## src/sv/b64u_pkg.sv

```systemverilog
// Shared types, constants and the character map of the base64url stream encoder.
package b64u_pkg;

  // Reset codes of the two configurable alphabet characters
  localparam logic [7:0] RST_CHAR_62 = 8'd45;
  localparam logic [7:0] RST_CHAR_63 = 8'd95;
  localparam logic [7:0] PAD_CHAR    = 8'd61;

  // Register indexes on the configuration port
  localparam logic REG_CHAR_62 = 1'b0;
  localparam logic REG_CHAR_63 = 1'b1;

  // Job queue between the front and back ends
  localparam int JOBQ_DEPTH = 2;
  localparam int JOBQ_AW    = (JOBQ_DEPTH > 1) ? $clog2(JOBQ_DEPTH) : 1;
  localparam int JOBQ_CW    = $clog2(JOBQ_DEPTH + 1);

  // Position inside a group of three bytes
  typedef enum logic [1:0] {
    PH_0 = 2'd0,
    PH_1 = 2'd1,
    PH_2 = 2'd2
  } phase_t;

  // One output symbol: a six-bit value or a pad character
  typedef struct packed {
    logic       pad;
    logic [5:0] val;
  } sym_t;

  // Everything one input byte causes: up to four symbols, sym[0] first
  typedef struct packed {
    logic           fin;
    logic [1:0]     last;
    sym_t [3:0]     sym;
  } job_t;

  // Front end to job queue
  typedef struct packed {
    logic push;
    job_t job;
  } jobq_wr_t;

  // Job queue head to back end
  typedef struct packed {
    logic empty;
    job_t job;
  } jobq_rd_t;

  // Map a six-bit value to its URL-safe alphabet code
  function automatic logic [7:0] sextet_char(input logic [5:0] v,
                                             input logic [7:0] c62,
                                             input logic [7:0] c63);
    logic [7:0] v8;
    v8 = {2'b00, v};
    if (v < 6'd26) begin
      return v8 + 8'd65;
    end else if (v < 6'd52) begin
      return v8 + 8'd71;
    end else if (v < 6'd62) begin
      return v8 - 8'd4;
    end else if (v == 6'd62) begin
      return c62;
    end else begin
      return c63;
    end
  endfunction

endpackage

```

## src/sv/b64u_front.sv

```systemverilog
// Front end: accepts bytes, tracks the group phase and splits each byte into symbols.
module b64u_front import b64u_pkg::*; (
  input  logic       clk,
  input  logic       rst_n,
  input  logic       push,
  input  logic       q_full,
  input  logic [7:0] in_data_byte,
  input  logic       in_final_byte,
  output jobq_wr_t   q_wr
);

  phase_t     phase_r, phase_nxt;
  logic [3:0] carry_r, carry_nxt;
  logic       accept;
  job_t       job;

  assign accept = push && !q_full;

  // Classify the byte against the current phase
  always_comb begin
    job         = '0;
    job.fin     = in_final_byte;
    phase_nxt   = PH_0;
    carry_nxt   = 4'd0;
    case (phase_r)
      PH_1: begin
        job.sym[0].val = {carry_r[1:0], in_data_byte[7:4]};
        job.sym[1].val = {in_data_byte[3:0], 2'b00};
        job.sym[2].pad = 1'b1;
        job.last       = in_final_byte ? 2'd2 : 2'd0;
        phase_nxt      = PH_2;
        carry_nxt      = in_data_byte[3:0];
      end
      PH_2: begin
        job.sym[0].val = {carry_r, in_data_byte[7:6]};
        job.sym[1].val = in_data_byte[5:0];
        job.last       = 2'd1;
        phase_nxt      = PH_0;
        carry_nxt      = 4'd0;
      end
      default: begin
        job.sym[0].val = in_data_byte[7:2];
        job.sym[1].val = {in_data_byte[1:0], 4'b0000};
        job.sym[2].pad = 1'b1;
        job.sym[3].pad = 1'b1;
        job.last       = in_final_byte ? 2'd3 : 2'd0;
        phase_nxt      = PH_1;
        carry_nxt      = {2'b00, in_data_byte[1:0]};
      end
    endcase
    // Drop the group state at the end of a message
    if (in_final_byte) begin
      phase_nxt = PH_0;
      carry_nxt = 4'd0;
    end
  end

  assign q_wr.push = accept;
  assign q_wr.job  = job;

  // Advance the group state on each accepted item
  always_ff @(posedge clk) begin
    if (!rst_n) begin
      phase_r <= PH_0;
      carry_r <= 4'd0;
    end else if (accept) begin
      phase_r <= phase_nxt;
      carry_r <= carry_nxt;
    end
  end

endmodule

```

## src/sv/b64u_jobq.sv

```systemverilog
// Small job queue that parts the front end from the back end.
module b64u_jobq import b64u_pkg::*; (
  input  logic     clk,
  input  logic     rst_n,
  input  jobq_wr_t q_wr,
  input  logic     q_pop,
  output logic     q_full,
  output jobq_rd_t q_rd
);

  job_t                 mem_r [JOBQ_DEPTH];
  logic [JOBQ_AW-1:0]   wr_ptr_r, wr_ptr_nxt;
  logic [JOBQ_AW-1:0]   rd_ptr_r, rd_ptr_nxt;
  logic [JOBQ_CW-1:0]   cnt_r, cnt_nxt;
  logic                 do_wr, do_rd;

  assign q_full   = (cnt_r == JOBQ_CW'(JOBQ_DEPTH));
  assign q_rd.empty = (cnt_r == '0);
  assign q_rd.job   = mem_r[rd_ptr_r];

  assign do_wr = q_wr.push && !q_full;
  assign do_rd = q_pop && !q_rd.empty;

  // Advance pointers with wrap and track the fill level
  always_comb begin
    wr_ptr_nxt = wr_ptr_r;
    rd_ptr_nxt = rd_ptr_r;
    cnt_nxt    = cnt_r;
    if (do_wr) begin
      wr_ptr_nxt = (wr_ptr_r == JOBQ_AW'(JOBQ_DEPTH - 1)) ? '0 : wr_ptr_r + 1'b1;
    end
    if (do_rd) begin
      rd_ptr_nxt = (rd_ptr_r == JOBQ_AW'(JOBQ_DEPTH - 1)) ? '0 : rd_ptr_r + 1'b1;
    end
    if (do_wr && !do_rd) begin
      cnt_nxt = cnt_r + 1'b1;
    end else if (do_rd && !do_wr) begin
      cnt_nxt = cnt_r - 1'b1;
    end
  end

  always_ff @(posedge clk) begin
    if (!rst_n) begin
      wr_ptr_r <= '0;
      rd_ptr_r <= '0;
      cnt_r    <= '0;
    end else begin
      wr_ptr_r <= wr_ptr_nxt;
      rd_ptr_r <= rd_ptr_nxt;
      cnt_r    <= cnt_nxt;
    end
  end

  // Store the job payload
  always_ff @(posedge clk) begin
    if (do_wr) begin
      mem_r[wr_ptr_r] <= q_wr.job;
    end
  end

endmodule

```

## src/sv/b64u_back.sv

```systemverilog
// Back end: walks job symbols and registers one char per cycle unless stalled.
module b64u_back import b64u_pkg::*; (
  input  logic       clk,
  input  logic       rst_n,
  input  jobq_rd_t   q_rd,
  output logic       q_pop,
  input  logic [7:0] char_62,
  input  logic [7:0] char_63,
  output logic       empty,
  input  logic       pop,
  output logic [7:0] out_char,
  output logic       out_end_of_text
);

  logic [1:0] idx_r, idx_nxt;
  logic       vld_r, vld_nxt;
  logic [7:0] char_r, char_nxt;
  logic       eot_r, eot_nxt;
  logic       load;
  logic       at_last;
  sym_t       sym;

  assign sym     = q_rd.job.sym[idx_r];
  assign at_last = (idx_r == q_rd.job.last);
  assign load    = !q_rd.empty && (!vld_r || pop);
  assign q_pop   = load && at_last;

  // Pick the next character and step through the job
  always_comb begin
    idx_nxt  = idx_r;
    vld_nxt  = vld_r && !pop;
    char_nxt = char_r;
    eot_nxt  = eot_r;
    if (load) begin
      vld_nxt  = 1'b1;
      char_nxt = sym.pad ? PAD_CHAR : sextet_char(sym.val, char_62, char_63);
      eot_nxt  = q_rd.job.fin && at_last;
      idx_nxt  = at_last ? 2'd0 : idx_r + 2'd1;
    end
  end

  always_ff @(posedge clk) begin
    if (!rst_n) begin
      idx_r <= 2'd0;
      vld_r <= 1'b0;
    end else begin
      idx_r <= idx_nxt;
      vld_r <= vld_nxt;
    end
  end

  // Hold the result payload until taken
  always_ff @(posedge clk) begin
    char_r <= char_nxt;
    eot_r  <= eot_nxt;
  end

  assign empty           = !vld_r;
  assign out_char        = char_r;
  assign out_end_of_text = eot_r;

endmodule

```

## src/sv/base64url_stream_encoder_core.sv

```systemverilog
// Top level of the base64url stream encoder: config registers, front, job queue, back.
// Bytes enter one per item and leave as URL-safe base64 characters, one per item, the
// last character of a message marked by out_end_of_text. A byte is taken in any cycle
// the two-entry job queue has room; the back end sends one character per cycle while
// a job waits and the output is taken, so a group of three bytes gives four characters
// and a final byte up to four. With the back end idle, the first character of a byte
// passes the job queue and then the single character output register. The codes for
// sextets 62 and 63 sit at byte addresses 0 and 4 (reset '-' and '_'); the user
// writes them only while no message is in flight; the block does not enforce this.
module base64url_stream_encoder_core import b64u_pkg::*; (
  input  logic        clk,
  input  logic        rst_n,
  input  logic        push,
  output logic        full,
  input  logic [7:0]  in_data_byte,
  input  logic        in_final_byte,
  output logic        empty,
  input  logic        pop,
  output logic [7:0]  out_char,
  output logic        out_end_of_text,
  input  logic        psel,
  input  logic        penable,
  input  logic        pwrite,
  input  logic [2:0]  paddr,
  input  logic [31:0] pwdata,
  output logic [31:0] prdata,
  output logic        pready
);

  logic [7:0] char_62_r, char_63_r;
  logic       cfg_wr;
  logic       cfg_sel;
  jobq_wr_t   q_wr;
  jobq_rd_t   q_rd;
  logic       q_pop;

  // Decode the register from the word address
  assign cfg_sel = paddr[2];
  assign cfg_wr  = psel && penable && pwrite && pready;
  assign pready  = 1'b1;
  assign prdata  = {24'd0, (cfg_sel == REG_CHAR_63) ? char_63_r : char_62_r};

  // Update alphabet registers
  always_ff @(posedge clk) begin
    if (!rst_n) begin
      char_62_r <= RST_CHAR_62;
      char_63_r <= RST_CHAR_63;
    end else if (cfg_wr) begin
      if (cfg_sel == REG_CHAR_62) begin
        char_62_r <= pwdata[7:0];
      end else begin
        char_63_r <= pwdata[7:0];
      end
    end
  end

  b64u_front u_front (
    .clk           (clk),
    .rst_n         (rst_n),
    .push          (push),
    .q_full        (full),
    .in_data_byte  (in_data_byte),
    .in_final_byte (in_final_byte),
    .q_wr          (q_wr)
  );

  b64u_jobq u_jobq (
    .clk    (clk),
    .rst_n  (rst_n),
    .q_wr   (q_wr),
    .q_pop  (q_pop),
    .q_full (full),
    .q_rd   (q_rd)
  );

  b64u_back u_back (
    .clk             (clk),
    .rst_n           (rst_n),
    .q_rd            (q_rd),
    .q_pop           (q_pop),
    .char_62         (char_62_r),
    .char_63         (char_63_r),
    .empty           (empty),
    .pop             (pop),
    .out_char        (out_char),
    .out_end_of_text (out_end_of_text)
  );

endmodule

```

## config.mk

```make
export PLATFORM = sky130hd
export DESIGN_NAME = base64url_stream_encoder_core
export DESIGN_NICKNAME = d
export VERILOG_FILES = /design/src/sv/b64u_pkg.sv /design/src/sv/b64u_front.sv /design/src/sv/b64u_jobq.sv /design/src/sv/b64u_back.sv /design/src/sv/base64url_stream_encoder_core.sv
export SDC_FILE = /design/constraint.sdc
export NUM_CORES = 1
export LEC_CHECK = 0
export ABC_AREA = 1
export BUFFER_PORTS_ARGS = -buffer_cell sky130_fd_sc_hd__buf_2
export CAP_MARGIN = 40
export CORE_MARGIN = 1
export CORE_UTILIZATION = 58
export DETAILED_ROUTE_END_ITERATION = 6
export PLACE_DENSITY = 0.95
export SETUP_SLACK_MARGIN = 0.4
export SLEW_MARGIN = 20
export SYNTH_ARGS = -nofsm -noshare
export SYNTH_HDL_FRONTEND = slang
export SYNTH_SLANG_ARGS = --single-unit
```

## constraint.sdc

```tcl
create_clock -name clk -period 3.9 [get_ports clk]
set_input_delay 1.17 -clock clk [delete_from_list [all_inputs] [get_ports clk]]
set_output_delay 1.17 -clock clk [all_outputs]
set_load 0.02 [all_outputs]
```

==> impl_metrics.tcl, run 1 <==
set metrics [dict create \
    setup.worst_path.end_class "output port" \
    min_path_type "flop to flop" \
    dr_total_vias 3311 \
    failed_checks "DRC" \
    power.internal_uw 1810 \
    clk_pin_slew_worst_paths_ns 0.07 \
    final-hold-violation-count 0 \
    min_period_ns 2.98 \
    cts_resized 0 \
    worst_rel_slew_slack 0.492 \
    irDropWorstVdd_mv 0.480 \
    dr.first_iter.drc_count 444 \
    cell_taking_the_most_area_after_synthesis "sky130_fd_sc_hd__edfxtp_1" \
    syn2layout_area_growth_pct 8.41 \
    layout_commonest_cell "sky130_fd_sc_hd__nand2_1" \
    routed_wl_mm 8.34 \
    cp_common_cell "sky130_fd_sc_hd__buf_2" \
    crit_path_start_kind "primary input" \
    r2r_cells 12 \
    placed_cell_area_um2 4070 \
    syn-mean-instance-area_um2 8.47 \
    floorplan.rows 29 \
    critical_path.cell_chain "buf_2, o21ai_0, buf_2" \
    grt_util_all_layers 0.247 \
    ys_dominant_reg_cell "sky130_fd_sc_hd__edfxtp_1" \
    largest_net_degree_at_the_start_of_global_routing 25 \
    grt_residual_overflow 0 \
    finish.instance_area_um2 4240 \
    grt_pass1_vias 2918 \
    place_hpwl_mm 5.94 \
    io_buffers 43 \
    overall_power_consumption_uw 3290 \
    min_period_over_period 0.763 \
    power_density_nw_per_um2 775 \
    result_of_the_run "complete, but fails checks" \
    finalSetupViolCount 0 \
    synth-edff-count 43 \
    clock_insertion_delay_worst_skew_ns 0.35 \
    placement.setup.worst_slack_ns 0.935 \
    drv_slew 0 \
    drt_first_pass_iters 7 \
    clock_root_buffer "sky130_fd_sc_hd__clkbuf_8" \
    synthesis.instances 462 \
    routed_via_density 5.62 \
    hold-path-cell-count 2 \
    drt_drc_violations_left 9 \
    slowest_stage "sky130_fd_sc_hd__o21ai_0" \
    clock_power_share 0.158 \
    core_area_um2 6420 \
    post-cts-setup-buffers 0 \
    floorplan.die_area_um2 7080 \
    die_x_um 84.1 \
    start_util 0.609 \
    insertedDiodeCount 0 \
    most_frequent_cells_in_the_layout "sky130_fd_sc_hd__nand2_1, sky130_fd_sc_hd__buf_2, sky130_fd_sc_hd__edfxtp_1" \
    power.share.combinational 0.496 \
    number_of_register_bits_inferred_by_synthesis 73 \
    timing_worst_setup_path_type "primary input to output port" \
    setup_slack_ns 0.923 \
    cap_viol_max_count 0 \
    max-clock-path-buffers 2 \
    grt_first_pass_wirelength_mm 13.4 \
    route.detailed.wl_per_inst_um 14.2 \
    leakage_uw 0.00188 \
    number_of_h_tree_levels 3 \
    rsz0062_at_grt "no" \
    cts_made_buffers 9 \
    layout-drive-gt1-share 0.180 \
    cts_hold_buf 0 \
    post_synthesis_async_set_or_reset_flop_share 0 \
    synthDominantCellAreaShare 0.330 \
    timing.critical_path.required_ns 2.73 \
    grt_antenna_before_repair 0 \
    synthDistinctLibCells 41 \
    timing.setup.tns_ns 0 \
    hold_ws_ns 0.469 \
    total_net_switching_power_uw 1480 \
    timing_worst_slew_pin_value_ns 0.762 \
    worst-path-max-fanout 15 \
    fmaxAchievable_mhz 336 \
    power.share.sequential 0.346 \
    arrival_ns 1.81 \
    fin_skew_ns 0.00686 \
    yosysWarnings 0 \
    switching_share 0.451 \
    route.antenna.remaining_nets 0 \
    post_synth_instance_area_um2 3910 \
    floorplan.die.height_um 84.1 \
    nets 564 \
    cpPeakStageDelay_ns 0.25 \
    ys_top_cells_by_area "sky130_fd_sc_hd__edfxtp_1, sky130_fd_sc_hd__dfxtp_1, sky130_fd_sc_hd__nand2_1" \
    synth.yosys.seq_area_share 0.483 \
    gp_congestion 0.918 \
    clock_tree_from_tritoncts "yes" \
    design.portCount 95 \
    nFillCells 442 \
    tritoncts_num_sinks 73 \
]
power groups by stage:
stage          clock network [uW]  logic [uW]  registers (uW)
2_1_floorplan                   0        1300            1170
3_3_place_gp                    0        1550            1150
3_5_place_dp                    0        1600            1150
4_1_cts                       524        1610            1140
5_1_grt                       551        1810            1150
6_report                      519        1630            1140
state kept, by name (all words and copies together), names as in the netlist, 2 cells and up, named ones only:
name,count
u_jobq.mem_r,34
char_63_r,8
u_front.phase_r,2
u_front.carry_r,4
u_back.idx_r,2
char_62_r,8
u_jobq.cnt_r,2
u_back.out_char,8
synth_stat cells (3+ instances only):
cell,instances
sky130_fd_sc_hd__a21oi_1,25
sky130_fd_sc_hd__buf_4,26
sky130_fd_sc_hd__buf_6,3
sky130_fd_sc_hd__clkbuf_1,5
sky130_fd_sc_hd__dfxtp_1,30
sky130_fd_sc_hd__edfxtp_1,43
sky130_fd_sc_hd__ha_1,6
sky130_fd_sc_hd__inv_1,40
sky130_fd_sc_hd__inv_2,6
sky130_fd_sc_hd__nand2_1,109
sky130_fd_sc_hd__nand2_2,7
sky130_fd_sc_hd__nand3_1,36
sky130_fd_sc_hd__nand3_2,6
sky130_fd_sc_hd__nand4_1,3
sky130_fd_sc_hd__nor2_1,34
sky130_fd_sc_hd__nor2_4,3
sky130_fd_sc_hd__nor3_1,3
sky130_fd_sc_hd__o211ai_1,3
sky130_fd_sc_hd__o21ai_0,40
sky130_fd_sc_hd__o21ai_1,4
sky130_fd_sc_hd__xor2_1,4
final cells by class:
cell class,instances,area (um^2),area share
Multi-Input combinational cell,328,1650,0.389
Tap cell,77,96.3,0.0227
Inverter,49,194,0.0457
Timing Repair Buffer,46,238,0.0560
Clock inverter,5,30.0,0.00708
Sequential cell,73,1890,0.446
Clock buffer,11,141,0.0333
routing by layer:
metal,global-route usage,routed length (um),up-vias
li1,-,-,1588
met1,0.298,3180,1475
met2,0.410,4030,209
met3,0.0492,740,39
met4,0.155,385,0
met5,0,0,-
critical path, delay by kind of cell:
kind | cells | cell delay, ns
buffers and inverters | 2 | 0.39
AO/OA/AOI/OAI | 1 | 0.25
final timing paths:
check	startpoint	slack, ns	to
worst max-delay path	paddr[2]	0.92	prdata[5]
worst min-delay path	u_front.carry_r[2]	0.47	u_front.carry_r[2]
worst max register to register	flop	1.29	u_jobq.cnt_r[1]
worst min register to register	u_front.carry_r[2]	0.47	u_front.carry_r[2]
kinds of logic (layout without fill, tap and decap cells):
family	after synthesis	after routing	synth area share
xor+xnor	5	5	0.0112
flops	73	73	0.483
simple gates	208	208	0.248
mux	1	1	0.00256
other cells	2	25	0.00192
compound gates	83	83	0.117
buf+inv	84	111	0.117
fa+ha+maj	6	6	0.0192
metrics by stage:
step           std cells  utilization
2_1_floorplan        485            -
3_3_place_gp         573        0.634
3_5_place_dp         573        0.634
4_1_cts              589        0.661
5_1_grt              589        0.661
6_report             589        0.661
Power figures use the tool's default switching activity.
==> run 2, diff against run 1 <==
CORE_UTILIZATION = 54   (was 58)
PLACE_DENSITY = 0.91   (was 0.95)
clock period = 2.89 ns   (was 3.9 ns; I/O delays follow)
==> run 2 against run 1 <==
Compared with the run above: setup slack got worse by 0.40 ns; flip-flop and latch count stayed put; first-iteration DRC count decreased by 43%; critical endpoint is now prdata[1]; register-to-register slack got worse by 0.68 ns; the run now ends clean; clock power is 49% higher; largest cell class unchanged; largest power group unchanged.
==> impl_metrics.tcl, run 2 (synthesis results as in run 1) <==
set metrics [dict create \
    clk_pin_slew_worst_paths_ns 0.07 \
    critical_path.cell_chain "buf_2, o21ai_0, buf_2" \
    fmaxAchievable_mhz 422 \
    arrival_ns 1.50 \
    drt_first_pass_iters 5 \
    io_buffers 43 \
    cts_made_buffers 9 \
    whs_endpoint "u_front.carry_r[3]" \
    flip_flop_count_of_the_largest_register_all_copies_and_words_added 34 \
    min_path_type "flop to flop" \
    cts_hold_buf 0 \
    fin_skew_ns 0.00504 \
    dr_total_vias 3308 \
    grt_util_all_layers 0.245 \
    grt_first_pass_wirelength_mm 14.1 \
    hold_ws_ns 0.473 \
    clock_tree_from_tritoncts "yes" \
    nFillCells 576 \
    min_period_ns 2.37 \
    start_util 0.567 \
    worst-path-max-fanout 15 \
    layout-drive-gt1-share 0.193 \
    tritoncts_num_sinks 73 \
    route.detailed.wl_per_inst_um 14.1 \
    syn2layout_area_growth_pct 10.7 \
    gp_congestion 0.929 \
    grt_pass1_vias 3115 \
    drv_slew 0 \
    clock_root_buffer "sky130_fd_sc_hd__clkbuf_8" \
    rsz0062_at_grt "yes" \
    slowest_stage "sky130_fd_sc_hd__o21ai_0" \
    die_x_um 87.1 \
    regToRegEndpoint "u_jobq.cnt_r[1]" \
    leakage_uw 0.00192 \
    number_of_h_tree_levels 3 \
    grt_antenna_before_repair 0 \
    overall_power_consumption_uw 4580 \
    floorplan.die_area_um2 7590 \
    setup_slack_ns 0.523 \
    design.portCount 95 \
    footprint_of_the_multi_input_gates_um2 1650 \
    floorplan.rows 30 \
    core_area_um2 6910 \
    routed_via_density 5.39 \
    routed_wl_mm 8.67 \
    result_of_the_run "finished clean" \
    post-cts-setup-buffers 0 \
    largest_net_degree_at_the_start_of_global_routing 25 \
    placement.setup.worst_slack_ns 0.354 \
    finalSetupViolCount 0 \
    hold-path-cell-count 2 \
    cpPeakStageDelay_ns 0.25 \
    worst-r2r-setup-slack_ns 0.61 \
    final-seq-area_um2 1890 \
    final-hold-violation-count 0 \
    place_hpwl_mm 6.13 \
    most_frequent_cells_in_the_layout "sky130_fd_sc_hd__nand2_1, sky130_fd_sc_hd__buf_2, sky130_fd_sc_hd__edfxtp_1" \
    nets 570 \
    layout_commonest_cell "sky130_fd_sc_hd__nand2_1" \
    r2r_cells 12 \
    worst_hold_startpoint "u_front.carry_r[3]" \
    regMostFlops "u_jobq.mem_r" \
    clock_insertion_delay_worst_skew_ns 0.35 \
    crit_path_start_kind "primary input" \
    insertedDiodeCount 0 \
    dr.first_iter.drc_count 252 \
    cp_common_cell "sky130_fd_sc_hd__buf_2" \
    timing.setup.tns_ns 0 \
    cts_resized 0 \
    timing.critical_path.required_ns 2.02 \
    cap_viol_max_count 0 \
    irDropWorstVdd_mv 0.550 \
    drt_drc_violations_left 0 \
    power_density_nw_per_um2 1060 \
    grt_residual_overflow 0 \
    min_period_over_period 0.819 \
    timing.critical_path.from "paddr[2]" \
    timing_worst_setup_path_type "primary input to output port" \
    max-clock-path-buffers 2 \
    route.antenna.remaining_nets 0 \
    setup.worst_path.end_class "output port" \
    floorplan.die.height_um 87.1 \
]
run 2: cell count changes in the layout (fill, tap and decap cells not counted):
cell,change
sky130_fd_sc_hd__clkinv_2,-1
sky130_fd_sc_hd__dfxtp_1,-2
sky130_fd_sc_hd__buf_4,+6
sky130_fd_sc_hd__dfxtp_2,+2
sky130_fd_sc_hd__clkbuf_16,+1
run 2: layout make-up:
class                   instances  area share
inverters                      49      0.0447
well taps                      96      0.0277
flip-flops and latches         73       0.437
multi-input cells             328       0.381
repair buffers                 52      0.0652
clock buffers                  12      0.0384
clock inverters                 4     0.00577
run 2: metrics by stage:
step | area (um^2) | std cells | util
finish | 4330 | 614 | 0.628
global route | 4330 | 614 | 0.628
CTS | 4330 | 614 | 0.627
detailed placement | 4140 | 598 | 0.599
global placement | 4140 | 598 | 0.599
floorplan | 4000 | 485 | -
run 2: metal layers:
metal,share of wire,GRT usage
met1,0.41,0.307
met2,0.51,0.410
met3,0.062,0.0455
met4,0.021,0.119
met5,0,0
run 2: how the worst max path moves through the flow:
stage	endpoint	slack, ns	cells after the start
finish	prdata[1]	0.52	3
detailed placement	u_jobq.cnt_r[1]	0.35	10
global route	u_jobq.cnt_r[1]	0.40	12
floorplan	prdata[5]	0.47	2
CTS	u_jobq.cnt_r[1]	0.45	12
global placement	u_jobq.cnt_r[1]	0.44	10
run 2: worst max-delay path: cells and delay by family:
kind                   cells  cell delay (ns)
AOI/OAI and AO/OA          1             0.25
buffers and inverters      2             0.38
run 2: power by group:
part           switching, uW  internal (uW)
registers                114           1410
logic                   1550            731
clock network            386            387
==> run 3, diff against run 2 <==
clock period = 2.48 ns   (was 2.89 ns; I/O delays follow)
==> run 3 against run 2 <==
Compared with the run above: the flow now finishes with violations (DRC); setup slack worse by 0.12 ns; critical endpoint is now u_back.out_char[5]; clock skew up 0.0057 ns; largest power group unchanged; critical path type is now flop to flop; combinational power is 59% higher; clock power rose by 29%.
==> impl_metrics.tcl, run 3 (synthesis results as in run 1) <==
set metrics [dict create \
    syn2layout_area_growth_pct 20.2 \
    io_buffers 43 \
    core_area_um2 6910 \
    route.antenna.remaining_nets 0 \
    hold_ws_ns 0.473 \
    floorplan.rows 30 \
    switching_share 0.439 \
    irDropWorstVdd_mv 0.594 \
    finalSetupViolCount 0 \
    final-hold-violation-count 0 \
    clock_tree_from_tritoncts "yes" \
    power_density_nw_per_um2 1360 \
    routed_wl_mm 9.84 \
    grt_residual_overflow 0 \
    design.portCount 95 \
    clock_insertion_delay_worst_skew_ns 0.36 \
    route.detailed.wl_per_inst_um 15.5 \
    cap_viol_max_count 0 \
    timing.setup.tns_ns 0 \
    floorplan.die_area_um2 7590 \
    worst-r2r-setup-slack_ns 0.40 \
    layout_commonest_cell "sky130_fd_sc_hd__nand2_1" \
    insertedDiodeCount 0 \
    result_of_the_run "complete, but fails checks" \
    start_util 0.567 \
    drv_slew 0 \
    crit_path_start_kind "flop" \
    cts_hold_buf 0 \
    hold-path-cell-count 2 \
    drt_first_pass_iters 7 \
    place_hpwl_mm 6.00 \
    worst_hold_startpoint "u_front.carry_r[2]" \
    dr_total_vias 3545 \
    timing.critical_path.required_ns 2.60 \
    timing_worst_setup_path_type "flop to flop" \
    grt_util_all_layers 0.250 \
    drt_drc_violations_left 1 \
    worst-path-max-fanout 17 \
    clock_power_share 0.156 \
    power.share.combinational 0.570 \
    routed_via_density 5.57 \
    largest_net_degree_at_the_start_of_global_routing 25 \
    floorplan.die.height_um 87.1 \
    setup.worst_path.end_class "flop" \
    failed_checks "DRC" \
    flip_flop_count_of_the_largest_register_all_copies_and_words_added 34 \
    grt_first_pass_wirelength_mm 14.6 \
    number_of_h_tree_levels 3 \
    overall_power_consumption_uw 6400 \
    layout-drive-gt1-share 0.255 \
    regToRegEndpoint "u_back.out_char[5]" \
    min_path_type "flop to flop" \
    whs_endpoint "u_front.carry_r[2]" \
    die_x_um 87.1 \
    grt_pass1_vias 3122 \
    fin_skew_ns 0.0108 \
    regMostFlops "u_jobq.mem_r" \
    min_period_ns 2.08 \
    most_frequent_cells_in_the_layout "sky130_fd_sc_hd__nand2_1, sky130_fd_sc_hd__edfxtp_1, sky130_fd_sc_hd__buf_2" \
    power.share.sequential 0.273 \
    arrival_ns 2.20 \
    grt_antenna_before_repair 0 \
    min_period_over_period 0.838 \
    rsz0062_at_grt "yes" \
    fmaxAchievable_mhz 481 \
    cts_made_buffers 9 \
    total_net_switching_power_uw 2810 \
    max-clock-path-buffers 2 \
    tritoncts_num_sinks 73 \
    dr.first_iter.drc_count 413 \
    clk_pin_slew_worst_paths_ns 0.08 \
    power.internal_uw 3590 \
    nets 593 \
    r2r_cells 12 \
    clock_root_buffer "sky130_fd_sc_hd__clkbuf_8" \
    leakage_uw 0.00206 \
    gp_congestion 0.909 \
]
## run 3: worst max-delay path by stage
stage / from / to / slack (ns) / depth (start not counted)
6_report: flop / u_back.out_char[5] / 0.40 / 12
5_1_grt: flop / u_back.out_end_of_text / 0.31 / 13
4_1_cts: flop / u_back.out_char[4] / 0.39 / 11
3_5_place_dp: pop / u_jobq.cnt_r[1] / 0.09 / 10
3_3_place_gp: pop / u_jobq.cnt_r[1] / 0.18 / 10
2_1_floorplan: pop / u_jobq.cnt_r[1] / 0.44 / 9
## run 3: timing repair
item,CTS,global route
pin swaps,4,12
gates resized for setup,10,26
buffers inserted,11,10
endpoints found under the setup margin,10,10
cloned,0,1
## run 3: stage by stage
stage	util	cells	setup WS, ns	area, um^2
finish	0.681	637	0.401	4700
global route	0.681	637	0.313	4700
CTS	0.648	626	0.392	4470
detailed placement	0.604	599	0.0854	4170
global placement	0.604	599	0.178	4170
floorplan	-	485	0.436	4010
## run 3: power groups by stage
stage          Sequential (uW)  Clock, uW  Combinational [uW]
4_1_cts                   1730        990                2940
3_3_place_gp              1750          0                2600
6_report                  1750        999                3650
5_1_grt                   1770       1050                3920
3_5_place_dp              1760          0                2690
2_1_floorplan             1840          0                2050
## run 3: final cells by class
| type | count | area (um^2) |
|---|---|---|
| Timing Repair Buffer | 75 | 504 |
| Clock buffer | 12 | 135 |
| Sequential cell | 73 | 1900 |
| Multi-Input combinational cell | 328 | 1780 |
| Clock inverter | 4 | 67.6 |
| Inverter | 49 | 205 |
| Fill cell | 520 | 2200 |
| Tap cell | 96 | 120 |
## run 3: layer usage
metal	GRT usage	wire, um
met5	0	0
met4	0.116	442
met3	0.0474	907
met2	0.413	4710
met1	0.319	3780
## run 3: worst max-delay path, stage by stage (launching register included)
cell and delay, ns:
sky130_fd_sc_hd__dfxtp_4 0.37, sky130_fd_sc_hd__buf_12 0.15, sky130_fd_sc_hd__inv_16 0.09, sky130_fd_sc_hd__nand2_1 0.08
sky130_fd_sc_hd__nand3_2 0.09, sky130_fd_sc_hd__nand3_4 0.14, sky130_fd_sc_hd__nor3_4 0.32, sky130_fd_sc_hd__buf_4 0.18
sky130_fd_sc_hd__nand2_1 0.10, sky130_fd_sc_hd__nand3_1 0.13, sky130_fd_sc_hd__nand2_1 0.08, sky130_fd_sc_hd__nand2_1 0.06
sky130_fd_sc_hd__nand2_1 0.04
